==> src/cses_pkg.sv <==
// Shared types and constants for the CAN signal extract and scale block.
`default_nettype none
package cses_pkg;

  localparam int unsigned MAX_PAYLOAD_BYTES = 8;
  localparam int unsigned QUEUE_DEPTH       = 2;
  localparam int unsigned QUEUE_PTR_W       = $clog2(QUEUE_DEPTH);

  typedef enum logic [1:0] {
    MODE_UNSIGNED = 2'd0,
    MODE_SIGNED   = 2'd1,
    MODE_STRING   = 2'd2,
    MODE_DISABLED = 2'd3
  } mode_t;

  typedef enum logic [2:0] {
    REG_START_POSITION = 3'd0,
    REG_BIT_COUNT      = 3'd1,
    REG_BIG_ENDIAN     = 3'd2,
    REG_VALUE_MODE     = 3'd3,
    REG_SCALE_FACTOR   = 3'd4,
    REG_SCALE_OFFSET   = 3'd5,
    REG_CLAMP_LOW      = 3'd6,
    REG_CLAMP_HIGH     = 3'd7
  } reg_index_t;

  typedef struct packed {
    logic [63:0] payload;
    logic [3:0]  payload_bytes;
  } frame_t;

  typedef struct packed {
    logic               ok;
    logic signed [63:0] raw_value;
    logic signed [63:0] scaled_value;
  } result_t;

  typedef struct packed {
    logic [5:0] start_position;
    logic [6:0] bit_count;
    logic       big_endian;
    mode_t      value_mode;
  } extract_cfg_t;

  typedef struct packed {
    logic signed [31:0] scale_factor;
    logic signed [47:0] scale_offset;
    logic signed [47:0] clamp_low;
    logic signed [47:0] clamp_high;
  } scale_cfg_t;

  typedef struct packed {
    logic               ok;
    logic               scale_en;
    logic signed [63:0] raw;
  } entry_t;

endpackage
`default_nettype wire

==> src/cses_front.sv <==
// Front end: accepts frames, classifies them and extracts the raw signal bits.
`default_nettype none
module cses_front (
  input  wire logic                  frame_valid,
  output logic                       frame_stall,
  input  wire cses_pkg::frame_t      frame,
  input  wire cses_pkg::extract_cfg_t cfg,
  input  wire logic                  queue_full,
  output logic                       push,
  output cses_pkg::entry_t           entry
);
  import cses_pkg::*;

  logic [3:0]  nbytes;
  logic [7:0]  end_sum;
  logic        fits;
  logic [63:0] mask;
  logic [63:0] swapped;
  logic [7:0]  moto_shift;
  logic [63:0] bits;
  logic [63:0] raw;
  logic [5:0]  sign_pos;

  assign frame_stall = queue_full;
  assign push        = frame_valid && !queue_full;

  always_comb begin
    nbytes = (frame.payload_bytes > 4'(MAX_PAYLOAD_BYTES)) ? 4'(MAX_PAYLOAD_BYTES)
                                                           : frame.payload_bytes;
    end_sum = 8'(cfg.start_position) + 8'(cfg.bit_count) + 8'd7;
    fits    = (end_sum[7:3] <= 5'(nbytes)) && (cfg.bit_count <= 7'd64);

    mask = ~((~64'd0) << cfg.bit_count);
    for (int k = 0; k < 8; k++) begin
      swapped[k*8 +: 8] = frame.payload[(7-k)*8 +: 8];
    end
    // Motorola: byte-swapped word, MSB of signal at bit 63-start
    moto_shift = 8'd64 - 8'(cfg.start_position) - 8'(cfg.bit_count);
    if (cfg.big_endian) begin
      bits = swapped >> moto_shift[6:0];
    end else begin
      bits = frame.payload >> cfg.start_position;
    end
    raw = bits & mask;

    sign_pos = 6'(cfg.bit_count - 7'd1);
    if (cfg.value_mode == MODE_SIGNED && cfg.bit_count != 7'd0 &&
        cfg.bit_count < 7'd64 && raw[sign_pos]) begin
      raw = raw | ~mask;
    end

    entry.ok       = 1'b0;
    entry.scale_en = 1'b0;
    entry.raw      = '0;
    case (cfg.value_mode)
      MODE_DISABLED: begin
      end
      MODE_STRING: begin
        entry.ok = 1'b1;
      end
      default: begin
        if (fits) begin
          entry.ok       = 1'b1;
          entry.scale_en = 1'b1;
          entry.raw      = raw;
        end
      end
    endcase
  end

endmodule
`default_nettype wire

==> config.mk <==
export PLATFORM = sky130hd
export DESIGN_NAME = cses_front
export DESIGN_NICKNAME = d
export VERILOG_FILES = /design/src/cses_pkg.sv /design/src/cses_front.sv
export SDC_FILE = /design/constraint.sdc
export NUM_CORES = 1
export LEC_CHECK = 0
export BUFFER_PORTS_ARGS = -buffer_cell sky130_fd_sc_hd__buf_2
export CELL_PAD_IN_SITES_DETAIL_PLACEMENT = 1
export CELL_PAD_IN_SITES_GLOBAL_PLACEMENT = 2
export CORE_MARGIN = 2
export CORE_UTILIZATION = 33
export DETAILED_ROUTE_END_ITERATION = 12
export PLACE_DENSITY_LB_ADDON = 0.12
export SLEW_MARGIN = 15
export SYNTH_ARGS = -nofsm -noshare
export SYNTH_HDL_FRONTEND = slang
export SYNTH_SLANG_ARGS = --single-unit
==> constraint.sdc <==
create_clock -name vclk -period 5.6
set_input_delay 0.28 -clock vclk [all_inputs]
set_output_delay 0.28 -clock vclk [all_outputs]
set_load 0.01 [all_outputs]
# [Yosys cells after proc, flatten, opt, wreduce, memory -nomap -nowiden]
# Index checks and enable logic that the tools add are counted.
[word_totals] register_bits=0 input_bits=86 output_inout_bits=68
[classes] add_sub_neg=5 magnitude_cmp=5 eq_ne=3 n_shift=3 mux=8 bitwise_logic=4 reduce_logical=8
[ops] cell="two-way mux 64 bit" count=2
[ops] cell="NOT 64 bit" count=2
[ops] cell="two-way mux 66 bit" count=1
[ops] cell="two-way mux 65 bit" count=1
[ops] cell="bitwise AND 64 bit" count=1
[ops] cell="OR 64 bit" count=1
[ops] cell="<< shifter 64 x 7 -> 64 bit (first input constant)" count=1
[ops] cell="right shift 64 x 6 -> 64 bit" count=1
[ops] cell="right shift 64 x 7 -> 64 bit" count=1
[ops] cell="adder 6 x 7 -> 8 bit" count=1
[ops] cell="adder 8 x 3 -> 8 bit (second input constant)" count=1
[ops] cell="less-or-equal comparator 7 bit (second input constant)" count=1
[ops] cell="< comparator 6 x 7 -> 1 bit (second input constant)" count=1
[ops] cell="< comparator 7 bit (second input constant)" count=1
[ops] cell="nonzero test 7 bit" count=1
[ops] cell="subtractor 7 x 6 -> 7 bit (first input constant)" count=1
[ops] cell="subtractor 7 bit" count=1
[ops] cell="binary-select mux 1 bit (select 6 bit)" count=1
[ops] cell="subtractor 6 x 1 -> 6 bit (second input constant)" count=1
[ops] cell="less-or-equal comparator 5 x 4 -> 1 bit" count=1
[ops] cell="logical AND 1 bit" count=5
[ops] cell="== test 2 bit (second input constant)" count=2
[ops] cell="greater-than comparator 4 bit (second input constant)" count=1
[ops] cell="two-way mux 4 bit" count=1
[ops] cell="other kinds (5)" count=5

# [Depth between registers and ports, before layout]
[logic_depth] depth_word=11 mapped_depth=25

# [Worst setup path before layout]
# OpenSTA, ideal clock, no wires.
[synth_timing] path_kind="input to output" startpoint="input port cfg[11] in the netlist's numbering" endpoint="output port entry[15] in the netlist's numbering" t_arrival_ns=5.567 t_required_ns=5.320 path_slack_ns=-0.247 cell_stages=24 path_buffers=7 path_cell_list="buf_2 > inv_2 > buf_2 > buf_1 > ha_1 > inv_1 > ha_1 > inv_1 > fa_1 > buf_2 > xor2_2 > buf_6 > buf_4 > mux2i_1 > mux2i_1 > mux4_2 > o221a_2 > nor2_1 > o311ai_0 > a221oi_1 > a221o_1 > o22ai_4 > buf_2 > o31ai_1"
[synth_rtl] item="start, declared" line="cses_front.sv:7" text="input wire cses_pkg::extract_cfg_t cfg,"
[synth_rtl] item="end, declared" line="cses_front.sv:10" text="output cses_pkg::entry_t entry"

==> summary.md <==
| Metric | Value |
|---|---|
| Status | finished with violations |
| Violated checks | negative setup slack |
| Routed Antenna Nets | 0 |
| RSZ-0062 raised after global routing | yes |
| Via/cell ratio | 7.06 |
| Final core utilization | 44.0% |
| CLK BUF | 0 |
| Final setup fails | 56 |
| DR WL/cell | 36.7 microns |
| DRT Wirelength | 97300 microns |
| Max-cap violations | 0 |
| Total Nets Final | 2237 |
| Critical Path AT | 5.42 ns |
| Leakage | 0.00746 uW |
| Vias | 18732 |
| Initial core utilization | 33.5% |
| Crit-path max FO | 6 |
| Mapped Avg Cell Area | 7.78 sq um |
| Die area | 0.0430 sq mm |
| Hold buffers post-CTS | 0 |
| Global route overflow | 0 |
| Setup TNS | -2.81 ns |
| Largest net degree at the start of global routing | 79 |
| Max Slew Vio Count | 0 |
| DR iter-0 viols | 2621 |
| Slew margin rel. | 17.6% |
| Synth-to-Final Area Change | 31.6% |
| Distinct cell type count after synthesis | 92 |
| Port bufs | 154 |
| Post-Layout Cell Count | 2653 |
| Initial DRT Pass Iterations | 6 |
| Final worst setup slack | -0.103 ns |
| Final hold vios | 0 |
| Post-Syn Area | 0.0137 sq mm |
| FF+latch area | 0 sq um |
| Met1 WL | 39500 microns |
| Pre-CTS setup slack | -0.671 ns |
| Number of placement rows | 74 |
| Die W | 207 microns |
| I/O pin total | 154 |
| Met3 Wirelength | 9120 microns |
| Highest routed metal layer | met4 |
| Vias in the first global route | 17989 |
| Slew @ Worst Pin | 1.24 ns |
| Number of diodes | 0 |
| Required @ worst endpoint | 5.32 ns |
| Critical path class | in2out |
| Global-route wire length before repair | 138000 microns |
| WHS Path Cells | 2 |
| Die height | 207 microns |
| Initial antenna violation count | 3 |
| Seq/Total Area, Yosys | 0% |
| Final HPWL DP | 79000 microns |
| DR DRC count | 0 |
| Pwr Density | 233 mW/mm^2 |
| Shortest period the worst path allows | 5.70 ns |
| Maximum clock rate | 175 MHz |
| Critical Path Source Type | primary input |
| Synth Instances | 1756 |
| Total track usage | 43.3% |
| Num sequential | 0 |
| Total core area | 0.0408 sq mm |
| Peak VDD IR | 0.000149 V |
| Hold WC Path Type | in2out |
| Period utilization | 102% |
| Worst setup EP type | output pin |
| Ratio of cells with drive above 1 in the final layout | 40.4% |
| Mapped Nets | 1870 |
| Synthesis warning total | 0 |
| GP Congestion | 1.12 |
| Met2 Routed Length | 42700 microns |
| Placed cell count | 2637 |
-- synth_stat cells (10+ instances only) --
cell type  number  area, sq um
nor3_1         48          240
or2_2          12         75.1
a31o_2         10         87.6
mux4_2        135         3040
o22ai_1        50          313
o211ai_1       19          143
nand2_1       205          769
a211oi_1       21          158
inv_1          27          101
nand2b_1       18          113
o32ai_1        14          123
buf_1          14         52.6
a2111oi_0      13          114
xnor2_1        15          131
clkbuf_1      100          375
and2_1         16          100
buf_2          50          250
ha_1           27          338
o21a_1         10         75.1
nand3_1        43          215
a31oi_1        11         68.8
and3_1         14         87.6
a21oi_1        75          375
a21o_1         14          105
nand4_1        16          100
a22oi_1        19          143
o21ai_1        14         70.1
buf_4          17          128
mux2i_1       203         2030
o31ai_1        31          233
a221oi_1       15          131
nor2_1        147          552
nor2b_1        12         75.1
o21ai_0        73          365
mux2_2         60          676
-- final timing paths --
check | from | end | slack, ns
min | queue_full | frame_stall | 0.76
max | cfg[11] | entry[17] | -0.10
-- stage by stage --
step,hold WS [ns],cell area [sq um],total power [uW]
after floorplan,0.606,13700,1960
after global placement,0.759,17300,3800
after detailed placement,0.764,17300,3840
after CTS,0.764,17600,3970
after global routing,0.769,18000,4280
final,0.760,18000,4190
-- cell usage in the layout (no fill, tap or decap), types with 10 or more instances in the layout --
cell	n
mux2_2	58
o22ai_1	50
nand3_1	43
mux4_2	136
and3_1	14
nor2_1	145
a21oi_1	74
a22oi_1	18
o32ai_1	12
o21ai_0	70
o211ai_1	19
or2_2	12
and2_1	16
o21ai_1	14
inv_1	22
mux2i_1	189
a221oi_1	12
a211oi_1	19
nand2_1	205
nor3_1	44
buf_12	11
mux2i_2	11
nand4_1	16
buf_2	141
xnor2_1	14
nand2b_1	18
ha_1	23
a31oi_1	11
nor2b_1	12
buf_6	21
buf_4	376
a21o_1	14
o21a_1	10
o31ai_1	26
-- cell type report --
cell class | count | area, sq um
fill | 4983 | 22900
inverter | 36 | 151
multi-input combinational | 1534 | 13100
tap | 532 | 666
timing repair buffer | 551 | 4030
-- critical path, cell delays in order --
cell and delay [ns]:
buf_12 0.11, inv_8 0.06, ha_4 0.21, inv_4 0.07
ha_4 0.14, inv_2 0.04, fa_4 0.95, buf_6 0.17
buf_8 0.12, buf_4 0.11, mux4_2 0.31, mux2i_1 0.15
buf_4 0.15, mux2i_1 0.07, nor3_1 0.32, a2111oi_1 0.12
a22oi_1 0.36, a21oi_1 0.13, a32o_2 0.29, a221o_1 0.38
o22ai_4 0.33, buf_12 0.18, buf_12 0.13, o31ai_2 0.06
buf_2 0.16
-- kinds of logic after synthesis --
| logic type | share of synthesized area [%] |
|---|---|
| adders and majority gates | 2.77 |
| muxes | 42.3 |
| buffers and inverters | 7.30 |
| and+or+nand+nor | 19.3 |
| AOI/OAI and AO/OA | 26.7 |
| xor gates and xnor gates | 1.58 |
-- what timing repair did --
item / 4_1_cts / 5_1_grt
setup buffers: 8 / 9
resized for setup: 59 / 64
pin swaps: 15 / 22
cloned: 0 / 1
setup endpoints to repair: 64 / 64
-- report_power, final --
part	internal, uW	switching (uW)	total [uW]
Sequential	0	0	0
Combinational	1760	2420	4190
Clock	0	0	0
Total	1760	2420	4190
-- metal layers --
metal,global-route usage [%],vias up
met5,0,-
met4,20.2,0
met3,6.49,269
met2,67.8,1383
met1,58.6,9391
li1,-,7689
Note: power is estimated with default switching activity, not from simulation.
