[config.mk]
export PLATFORM = sky130hd
export DESIGN_NAME = cses_queue
export DESIGN_NICKNAME = d
export VERILOG_FILES = /design/src/cses_pkg.sv /design/src/cses_queue.sv
export SDC_FILE = /design/constraint.sdc
export NUM_CORES = 1
export LEC_CHECK = 0
export BUFFER_PORTS_ARGS = -buffer_cell sky130_fd_sc_hd__buf_2
export CAP_MARGIN = 40
export CORE_MARGIN = 1
export CORE_UTILIZATION = 51
export DETAILED_ROUTE_END_ITERATION = 6
export GPL_ROUTABILITY_DRIVEN = 0
export PLACE_DENSITY_LB_ADDON = 0.25
export SLEW_MARGIN = 20
export SYNTH_ARGS = -nofsm -noshare
export SYNTH_HDL_FRONTEND = slang
export SYNTH_SLANG_ARGS = --single-unit
[constraint.sdc]
create_clock -name clk -period 4.5 [get_ports clk]
set_input_delay 0 -clock clk [delete_from_list [all_inputs] [get_ports clk]]
set_output_delay 0 -clock clk [all_outputs]
set_load 0.01 [all_outputs]
[src/cses_pkg.sv]
// Shared types and constants for the CAN signal extract and scale block.
`default_nettype none
package cses_pkg;

  localparam int unsigned MAX_PAYLOAD_BYTES = 8;
  localparam int unsigned QUEUE_DEPTH       = 2;
  localparam int unsigned QUEUE_PTR_W       = $clog2(QUEUE_DEPTH);

  typedef enum logic [1:0] {
    MODE_UNSIGNED = 2'd0,
    MODE_SIGNED   = 2'd1,
    MODE_STRING   = 2'd2,
    MODE_DISABLED = 2'd3
  } mode_t;

  typedef enum logic [2:0] {
    REG_START_POSITION = 3'd0,
    REG_BIT_COUNT      = 3'd1,
    REG_BIG_ENDIAN     = 3'd2,
    REG_VALUE_MODE     = 3'd3,
    REG_SCALE_FACTOR   = 3'd4,
    REG_SCALE_OFFSET   = 3'd5,
    REG_CLAMP_LOW      = 3'd6,
    REG_CLAMP_HIGH     = 3'd7
  } reg_index_t;

  typedef struct packed {
    logic [63:0] payload;
    logic [3:0]  payload_bytes;
  } frame_t;

  typedef struct packed {
    logic               ok;
    logic signed [63:0] raw_value;
    logic signed [63:0] scaled_value;
  } result_t;

  typedef struct packed {
    logic [5:0] start_position;
    logic [6:0] bit_count;
    logic       big_endian;
    mode_t      value_mode;
  } extract_cfg_t;

  typedef struct packed {
    logic signed [31:0] scale_factor;
    logic signed [47:0] scale_offset;
    logic signed [47:0] clamp_low;
    logic signed [47:0] clamp_high;
  } scale_cfg_t;

  typedef struct packed {
    logic               ok;
    logic               scale_en;
    logic signed [63:0] raw;
  } entry_t;

endpackage
`default_nettype wire

[src/cses_queue.sv]
// Short queue between the extract front end and the scaling back end.
`default_nettype none
module cses_queue (
  input  wire logic             clk,
  input  wire logic             rst,
  input  wire logic             push,
  input  wire cses_pkg::entry_t wr_entry,
  input  wire logic             pop,
  output cses_pkg::entry_t      rd_entry,
  output logic                  not_empty,
  output logic                  full
);
  import cses_pkg::*;

  entry_t                   slots [QUEUE_DEPTH];
  logic [QUEUE_PTR_W-1:0]   wr_ptr;
  logic [QUEUE_PTR_W-1:0]   rd_ptr;
  logic [QUEUE_PTR_W:0]     count;

  assign not_empty = (count != '0);
  assign full      = (count == (QUEUE_PTR_W+1)'(QUEUE_DEPTH));
  assign rd_entry  = slots[rd_ptr];

  always_ff @(posedge clk) begin
    if (push) begin
      slots[wr_ptr] <= wr_entry;
    end
  end

  always_ff @(posedge clk) begin
    if (rst) begin
      wr_ptr <= '0;
      rd_ptr <= '0;
      count  <= '0;
    end else begin
      if (push) begin
        wr_ptr <= (wr_ptr == QUEUE_PTR_W'(QUEUE_DEPTH - 1)) ? '0 : wr_ptr + 1'b1;
      end
      if (pop) begin
        rd_ptr <= (rd_ptr == QUEUE_PTR_W'(QUEUE_DEPTH - 1)) ? '0 : rd_ptr + 1'b1;
      end
      case ({push, pop})
        2'b10:   count <= count + 1'b1;
        2'b01:   count <= count - 1'b1;
        default: count <= count;
      endcase
    end
  end

endmodule
`default_nettype wire

# ---- Word level (Yosys, flattened, before mapping)
# Memories as Yosys holds them, arrays and structs flattened. A register that Yosys moved wholly into a read port is not among the register bits.
# Index checks and enable logic that the tools add are counted.
dict set report word_totals {
  register_bits 4
  latch_bits 0
  ramBits 132
  rom_bits 0
  in_bits 70
  out_inout_bits 68
  word_cells 20
  memories 1
}
dict set report op_classes {
  n_addsub 4
  multipliers 0
  n_div 0
  magnitude_cmp 0
  n_eq_ne 3
  shifts 0
  muxes 7
  bitwise_logic 0
  n_reduce_logical 2
}
# name words word_bits rd rd_ports_with_merged_regs wr line_no
set mem_list {}
lappend mem_list {slots 2 66 1 1 1 cses_queue.sv:15} ;# entry_t slots [QUEUE_DEPTH];
# op n
set ops {}
lappend ops {{two-way mux 1 bit} 6}
lappend ops {{equality test 2 bit (second input constant)} 2}
lappend ops {{case mux 2 bit (2 select lines)} 1}
lappend ops {{nonzero test 2 bit} 2}
lappend ops {{adder 1 bit (second input constant)} 2}
lappend ops {{adder 2 x 1 -> 2 bit (second input constant)} 1}
lappend ops {{equality test 2 x 1 -> 1 bit (second input constant)} 1}
lappend ops {{subtractor 2 x 1 -> 2 bit (second input constant)} 1}

# ---- Longest topological paths before layout
# Gate-level depths: netlist of the first run.
dict set report logic_depth {
  depth_word 4
  ltp_mapped 5
  ltp_nobuf 5
}

# ---- Worst setup path before layout of the first run
# OpenSTA, ideal clock, no wires.
dict set report synth_timing {
  kind {reg2reg}
  startpoint {register wr_ptr}
  endpoint {memory slots[0][0] (netlist bit) (enable)}
  setup_time_ps 492
  arrival_ps 3087
  t_required_ps 4008
  setup_slack_ps 921
  path_stages_with_launch 2
  n_path_buf 0
  period_less_slack_ps 3579
  path_cell_list {dfxtp_1 nor2_1}
}
# element line_no
set synth_rtl {}
lappend synth_rtl {{from (decl)} cses_queue.sv:16} ;# logic [QUEUE_PTR_W-1:0] wr_ptr;
lappend synth_rtl {{from (signal assigned)} cses_queue.sv:37} ;# wr_ptr <= (wr_ptr == QUEUE_PTR_W'(QUEUE_DEPTH - 1)) ? '0 : wr_ptr + 1'b1;
lappend synth_rtl {{to (decl)} cses_queue.sv:15}
# Straight into the memory's write port.

==> impl_metrics.toml, run 1 <==
[routing]
vias_per_cell = 4.80
drc_errors = 0
drtPass1Iterations = 4
wl_per_cell_um = 16.2
vias = 2834
wirelength_mm = 9.58
detail-route-antenna-nets = 0
first_iter_violations = 115

[cells_and_area]
fin_util_pct = 76.7
register_area_um2 = 4070
drive_gt1_share_pct = 52.2
fillCellCount = 538
finalNetCount = 522
area_growth_syn_to_layout_pct = 44.2
n_antenna_cell = 0
multi_input_area_um2 = 857

[placement]
portBuffers = 137
hpwl_mm = 5.38

[sta]
period_needed_ns = 2.11
relSlewSlack_pct = 64.2
final.period_utilization_pct = 47.0
tightest_slew_ns = 0.535
finalMaxSlewViolations = 0
fmax_mhz = 473
rsz0062_at_grt = "no"
finalSetupTns_ns = 0
fin_skew_ns = 0.00974
setup-violations-final = 0
final_hold_viol_count = 0

[floorplan]
core_um2 = 9330
die_area_um2 = 10100
die_h_um = 101
start_util_pct = 53.2
die_x_um = 101
rows = 35
io_pins = 138

[worst_setup_path]
crit_path_max_fanout = 33
arrival_ns = 2.11
startpoint_type = "flop"
required_ns = 4.50
ff2ff_setup_slack_ns = 2.68
crit_path_end_kind = "primary output"
path_class = "reg2out"

[power]
ir_worst_vdd_mv = 0.285
leakagePower_nw = 2.74
power_density_nw_per_um2 = 455

[clock_tree]
insertion_delay_ns = 0.51
cts_tree = "yes"
cts.sinks = 137
path_clk_slew_ns = 0.06
root_buffer = "clkbuf_8"
cts.path.max_buffers = 2
post_cts_resize_count = 0
cts_buffers = 17
cts_max_level = 4

[synth]
synth_cells = 227
synth_ff_type = "edfxtp_1"
synthXorXnorAreaFrac_pct = 0.706
synth.most_common_cell = "edfxtp_1"
synth_edf_count = 132
synth_adder_area_share_pct = 0.252
synth-compound-area-share_pct = 0.202
synth-simple-area-share_pct = 0.933
yosysSeqAreaShare_pct = 81.9
synthTopCellsByArea = "edfxtp_1 80%, mux2_2 15%, dfxtp_1 2.0%"
synth_top_cell_area_share_pct = 79.9
synthesis.area_um2 = 4960
avgSynthCellArea_um2 = 21.8
synthMuxAreaShare_pct = 15.0
synth_nets = 298
synth_area_leader_cell = "edfxtp_1"
synth_top_family_by_area = "multiplexers"
synthArstFlopShare_pct = 0
synth_cell_types = 16
yosys-top-cells-count = "132 x edfxtp_1, 66 x mux2_2, 5 x dfxtp_1, 5 x nor2_1, 4 x buf_4"
yosys_register_bits = 137
synth_warnings = 0

[grt]
first_global_vias = 3044
overflow = 0
antenna_found_initial = 0
grt_pass1_wl_mm = 14.6
grt_max_degree = 37
grt_usage_pct = 20.1

[worst_hold_path]
hold_class = "in2reg"

[run]
max_cap_viol_count = 0

[status]
status = "finished clean"
-- path summary, 6_finish.rpt --
kind / start / end / depth (start not counted)
worst max-delay path: flop / rd_entry[22] / 4
worst max register to register: wr_ptr$_SDFFE_PP0P_ / slots[0][0]$_DFFE_PP_ / 3
worst min-delay path: wr_entry[11] / slots[0][11]$_DFFE_PP_ / 2
worst min register to register: count[1]$_SDFFE_PP0P_ / count[1]$_SDFFE_PP0P_ / 2
-- state kept, by name (all words and copies together), names as in the netlist, named ones only --
name	flops
rd_ptr	1
slots	132
count	2
wr_ptr	1
-- final cells by class --
cell class / count / share of cell area [%]
timing repair buffer: 212 / 20.5
tap: 129 / 2.26
inverter: 1 / 0.0525
clock buffer: 18 / 5.84
multi-input combinational: 82 / 12.0
clock inverter: 12 / 2.47
sequential: 137 / 56.9
-- kinds of logic (layout without fill, tap and decap cells) --
group,count (synthesis),after routing
buf+inv,8,243
fa+ha+maj,1,1
flops,137,137
compound gates,2,2
xor+xnor,4,4
simple gates,9,9
mux,66,66
-- routing by layer --
layer / routed length (um) / track usage [%]
met4: 93 / 7.36
met1: 3700 / 22.1
met2: 5360 / 36.8
met5: 0 / 0
met3: 430 / 5.83
-- critical path, cell delays in order, from the launching register on --
cell and delay (ns):
dfxtp_2 0.39, buf_12 0.22, buf_4 0.43, mux2_2 0.40, buf_2 0.14
-- metrics by stage --
| step | std cells | instance area [um2] | total power [mW] | hold WS [ns] | worst slack [ns] |
|---|---|---|---|---|---|
| final | 591 | 7150 | 3.25 | 0.210 | 2.39 |
| after global routing | 591 | 7150 | 3.36 | 0.197 | 2.26 |
| after CTS | 590 | 7130 | 3.26 | 0.186 | 1.97 |
| after detailed placement | 490 | 5840 | 1.84 | 0.191 | 2.53 |
| after global placement | 488 | 5790 | 1.83 | 0.188 | 2.41 |
| after floorplan | 227 | 4960 | 1.71 | 0.0691 | 0.921 |
-- power by group --
part           leakage (nW)  internal [mW]  switching, mW  total [mW]
clock network         0.288          0.892          0.487        1.38
registers              1.28           1.49         0.0220        1.51
logic                  1.17          0.191          0.172       0.362
-- cell usage in the layout, fill, tap and decap left out, drive strengths merged --
cell type    synthesis  routed
and2                 1       1
clkinvlp             0       1
mux2                66      66
inv                  1       2
buf                  7     142
or3                  1       1
and2b                1       1
clkbuf               0      18
bufinv               0       4
dlygate4sd3          0      70
o21ai                1       1
clkinv               0       6
dfxtp                5       5
a21oi                1       1
nor2                 5       5
xor2                 1       1
or2                  1       1
xnor2                3       3
edfxtp             132     132
ha                   1       1
-- what timing repair did --
action                     4_1_cts  5_1_grt
hold endpoints to repair       137        0
hold buffers                    70        0
setup endpoints to repair        0        0
buffers inserted                 0        0
Note: power is estimated with default switching activity, not from simulation.
==> run 2: changes to the inputs <==
Settings changed: CORE_UTILIZATION 51 to 46.
Clock period 4.5 ns to 1.7 ns, I/O delays scaled along.
==> run 2 against run 1 <==
  * Power increased to 2.6 times the previous value
  * Utilization decreased by 7.5 points
  * Clock power increased to 2.6 times the previous value
  * Critical path type unchanged
  * Critical endpoint is now rd_entry[34]
  * Largest power group unchanged
  * Highest routed layer unchanged
==> impl_metrics.toml, run 2 (synthesis gave the netlist of run 1 again) <==
[grt]
grt_pass1_wl_mm = 14.2
overflow = 0
first_global_vias = 2954
antenna_found_initial = 0
grt_usage_pct = 17.3
grt_max_degree = 45

[sta]
worst_hold_slack_ns = 0.113
tightest_slew_ns = 0.284
relSlewSlack_pct = 81.1
final.period_utilization_pct = 98.2
period_needed_ns = 1.67
setup-violations-final = 0
fmax_mhz = 599
fin_skew_ns = 0.00942
rsz0062_at_grt = "yes"
final_hold_viol_count = 0
finalMaxSlewViolations = 0

[routing]
route.met2.wl_mm = 4.79
route.layer.met1.wl_mm = 3.80
drtPass1Iterations = 4
first_iter_violations = 96
vias = 2831
drc_errors = 0
wirelength_mm = 9.23
wl_per_cell_um = 15.4
detail-route-antenna-nets = 0
vias_per_cell = 4.72
dr.max_layer_used = "met4"
met3WireLength_um = 466

[floorplan]
rows = 37
start_util_pct = 47.8
io_pins = 138
core_um2 = 10400
die_x_um = 106
die_area_um2 = 11200
die_h_um = 106

[cells_and_area]
largest_register_ffs = 132
regMostFlops = "slots"
layout.cells.non_filler = 600
register_area_um2 = 4070
finalNetCount = 522
fillCellCount = 710
drive_gt1_share_pct = 53.0
multi_input_area_um2 = 860
area_growth_syn_to_layout_pct = 44.6
fin_area_um2 = 7170
largestRegisters = "slots x132, count x2"
final_common_cell = "buf_2"
n_antenna_cell = 0
most-common-layout-cells = "137 x buf_2, 132 x edfxtp_1, 69 x dlygate4sd3_1, 65 x mux2_2, 16 x clkbuf_16"

[worst_setup_path]
startpoint_type = "flop"
crit_path_end_kind = "primary output"
crit_path_max_fanout = 44
required_ns = 1.70
path_class = "reg2out"
r2r-start = "wr_ptr$_SDFFE_PP0P_"
arrival_ns = 1.67

[placement]
portBuffers = 137
hpwl_mm = 5.38
placed_area_um2 = 5890
placedCellCount = 499

[status]
status = "finished clean"

[power]
power.share.clock_pct = 41.7
combPwrFrac_pct = 11.4
seq_power_share_pct = 46.9
power_density_nw_per_um2 = 1190
ir_worst_vdd_mv = 0.603
p_total_mw = 8.50
swShare_pct = 21.1
power.internal_mw = 6.71
p_sw_mw = 1.79
leakagePower_nw = 2.74

[worst_hold_path]
hold_class = "in2reg"
min_from = "push"

[clock_tree]
cts_buffers = 17
cts.sinks = 137
root_buffer = "clkbuf_8"
cts.path.max_buffers = 2
cts_tree = "yes"
cts_max_level = 4
path_clk_slew_ns = 0.06
cts_setup_buffers = 0
insertion_delay_ns = 0.51

[run]
max_cap_viol_count = 0
-- run 2: timing repair --
action,4_1_cts,5_1_grt
hold buffers,69,0
setup endpoints to repair,23,42
resized for setup,2,0
endpoints found under the hold margin,137,0
gates cloned,0,0
-- run 2: cell type report --
cell class	count	area share, %
flip-flops and latches	137	56.7
repair buffers	212	20.7
multi-input cells	82	12.0
clock buffers	19	6.02
well taps	136	2.37
clock inverters	13	2.13
inverters	1	0.0523
-- run 2: power by group through the flow --
stage | sequential [mW] | combinational, mW | clock [mW]
6_report | 3.99 | 0.967 | 3.54
4_1_cts | 3.99 | 0.977 | 3.64
3_3_place_gp | 4.05 | 0.832 | 0
5_1_grt | 4.00 | 1.04 | 3.79
2_1_floorplan | 4.05 | 0.473 | 0
3_5_place_dp | 4.06 | 0.842 | 0
-- run 2: critical path: stages, from the launching register on --
cell	delay [ns]
dfxtp_2	0.35
buf_12	0.24
mux2_2	0.38
buf_2	0.14
-- run 2: final timing paths --
kind	endpoint	cells past startpoint	slack, ns
min reg2reg	count[1]$_SDFFE_PP0P_	2	0.51
max reg2reg	wr_ptr$_SDFFE_PP0P_	3	0.50
max	rd_entry[34]	3	0.03
min	count[0]$_SDFFE_PP0P_	5	0.11
-- run 2: metrics by stage --
stage | utilization, % | setup WS (ns) | TNS, ns
6_report | 69.2 | 0.0307 | 0
5_1_grt | 69.2 | -0.0263 | -0.537
4_1_cts | 69.2 | -0.000626 | -0.00114
3_5_place_dp | 56.8 | 0.510 | 0
3_3_place_gp | 56.8 | 0.525 | 0
2_1_floorplan | - | -0.00708 | -0.467
-- run 2: per-layer routing --
layer / track usage (%) / vias up
met5: 0 / -
met4: 8.63 / 0
met3: 5.07 / 15
met2: 29.5 / 102
met1: 19.9 / 1363
li1: - / 1351
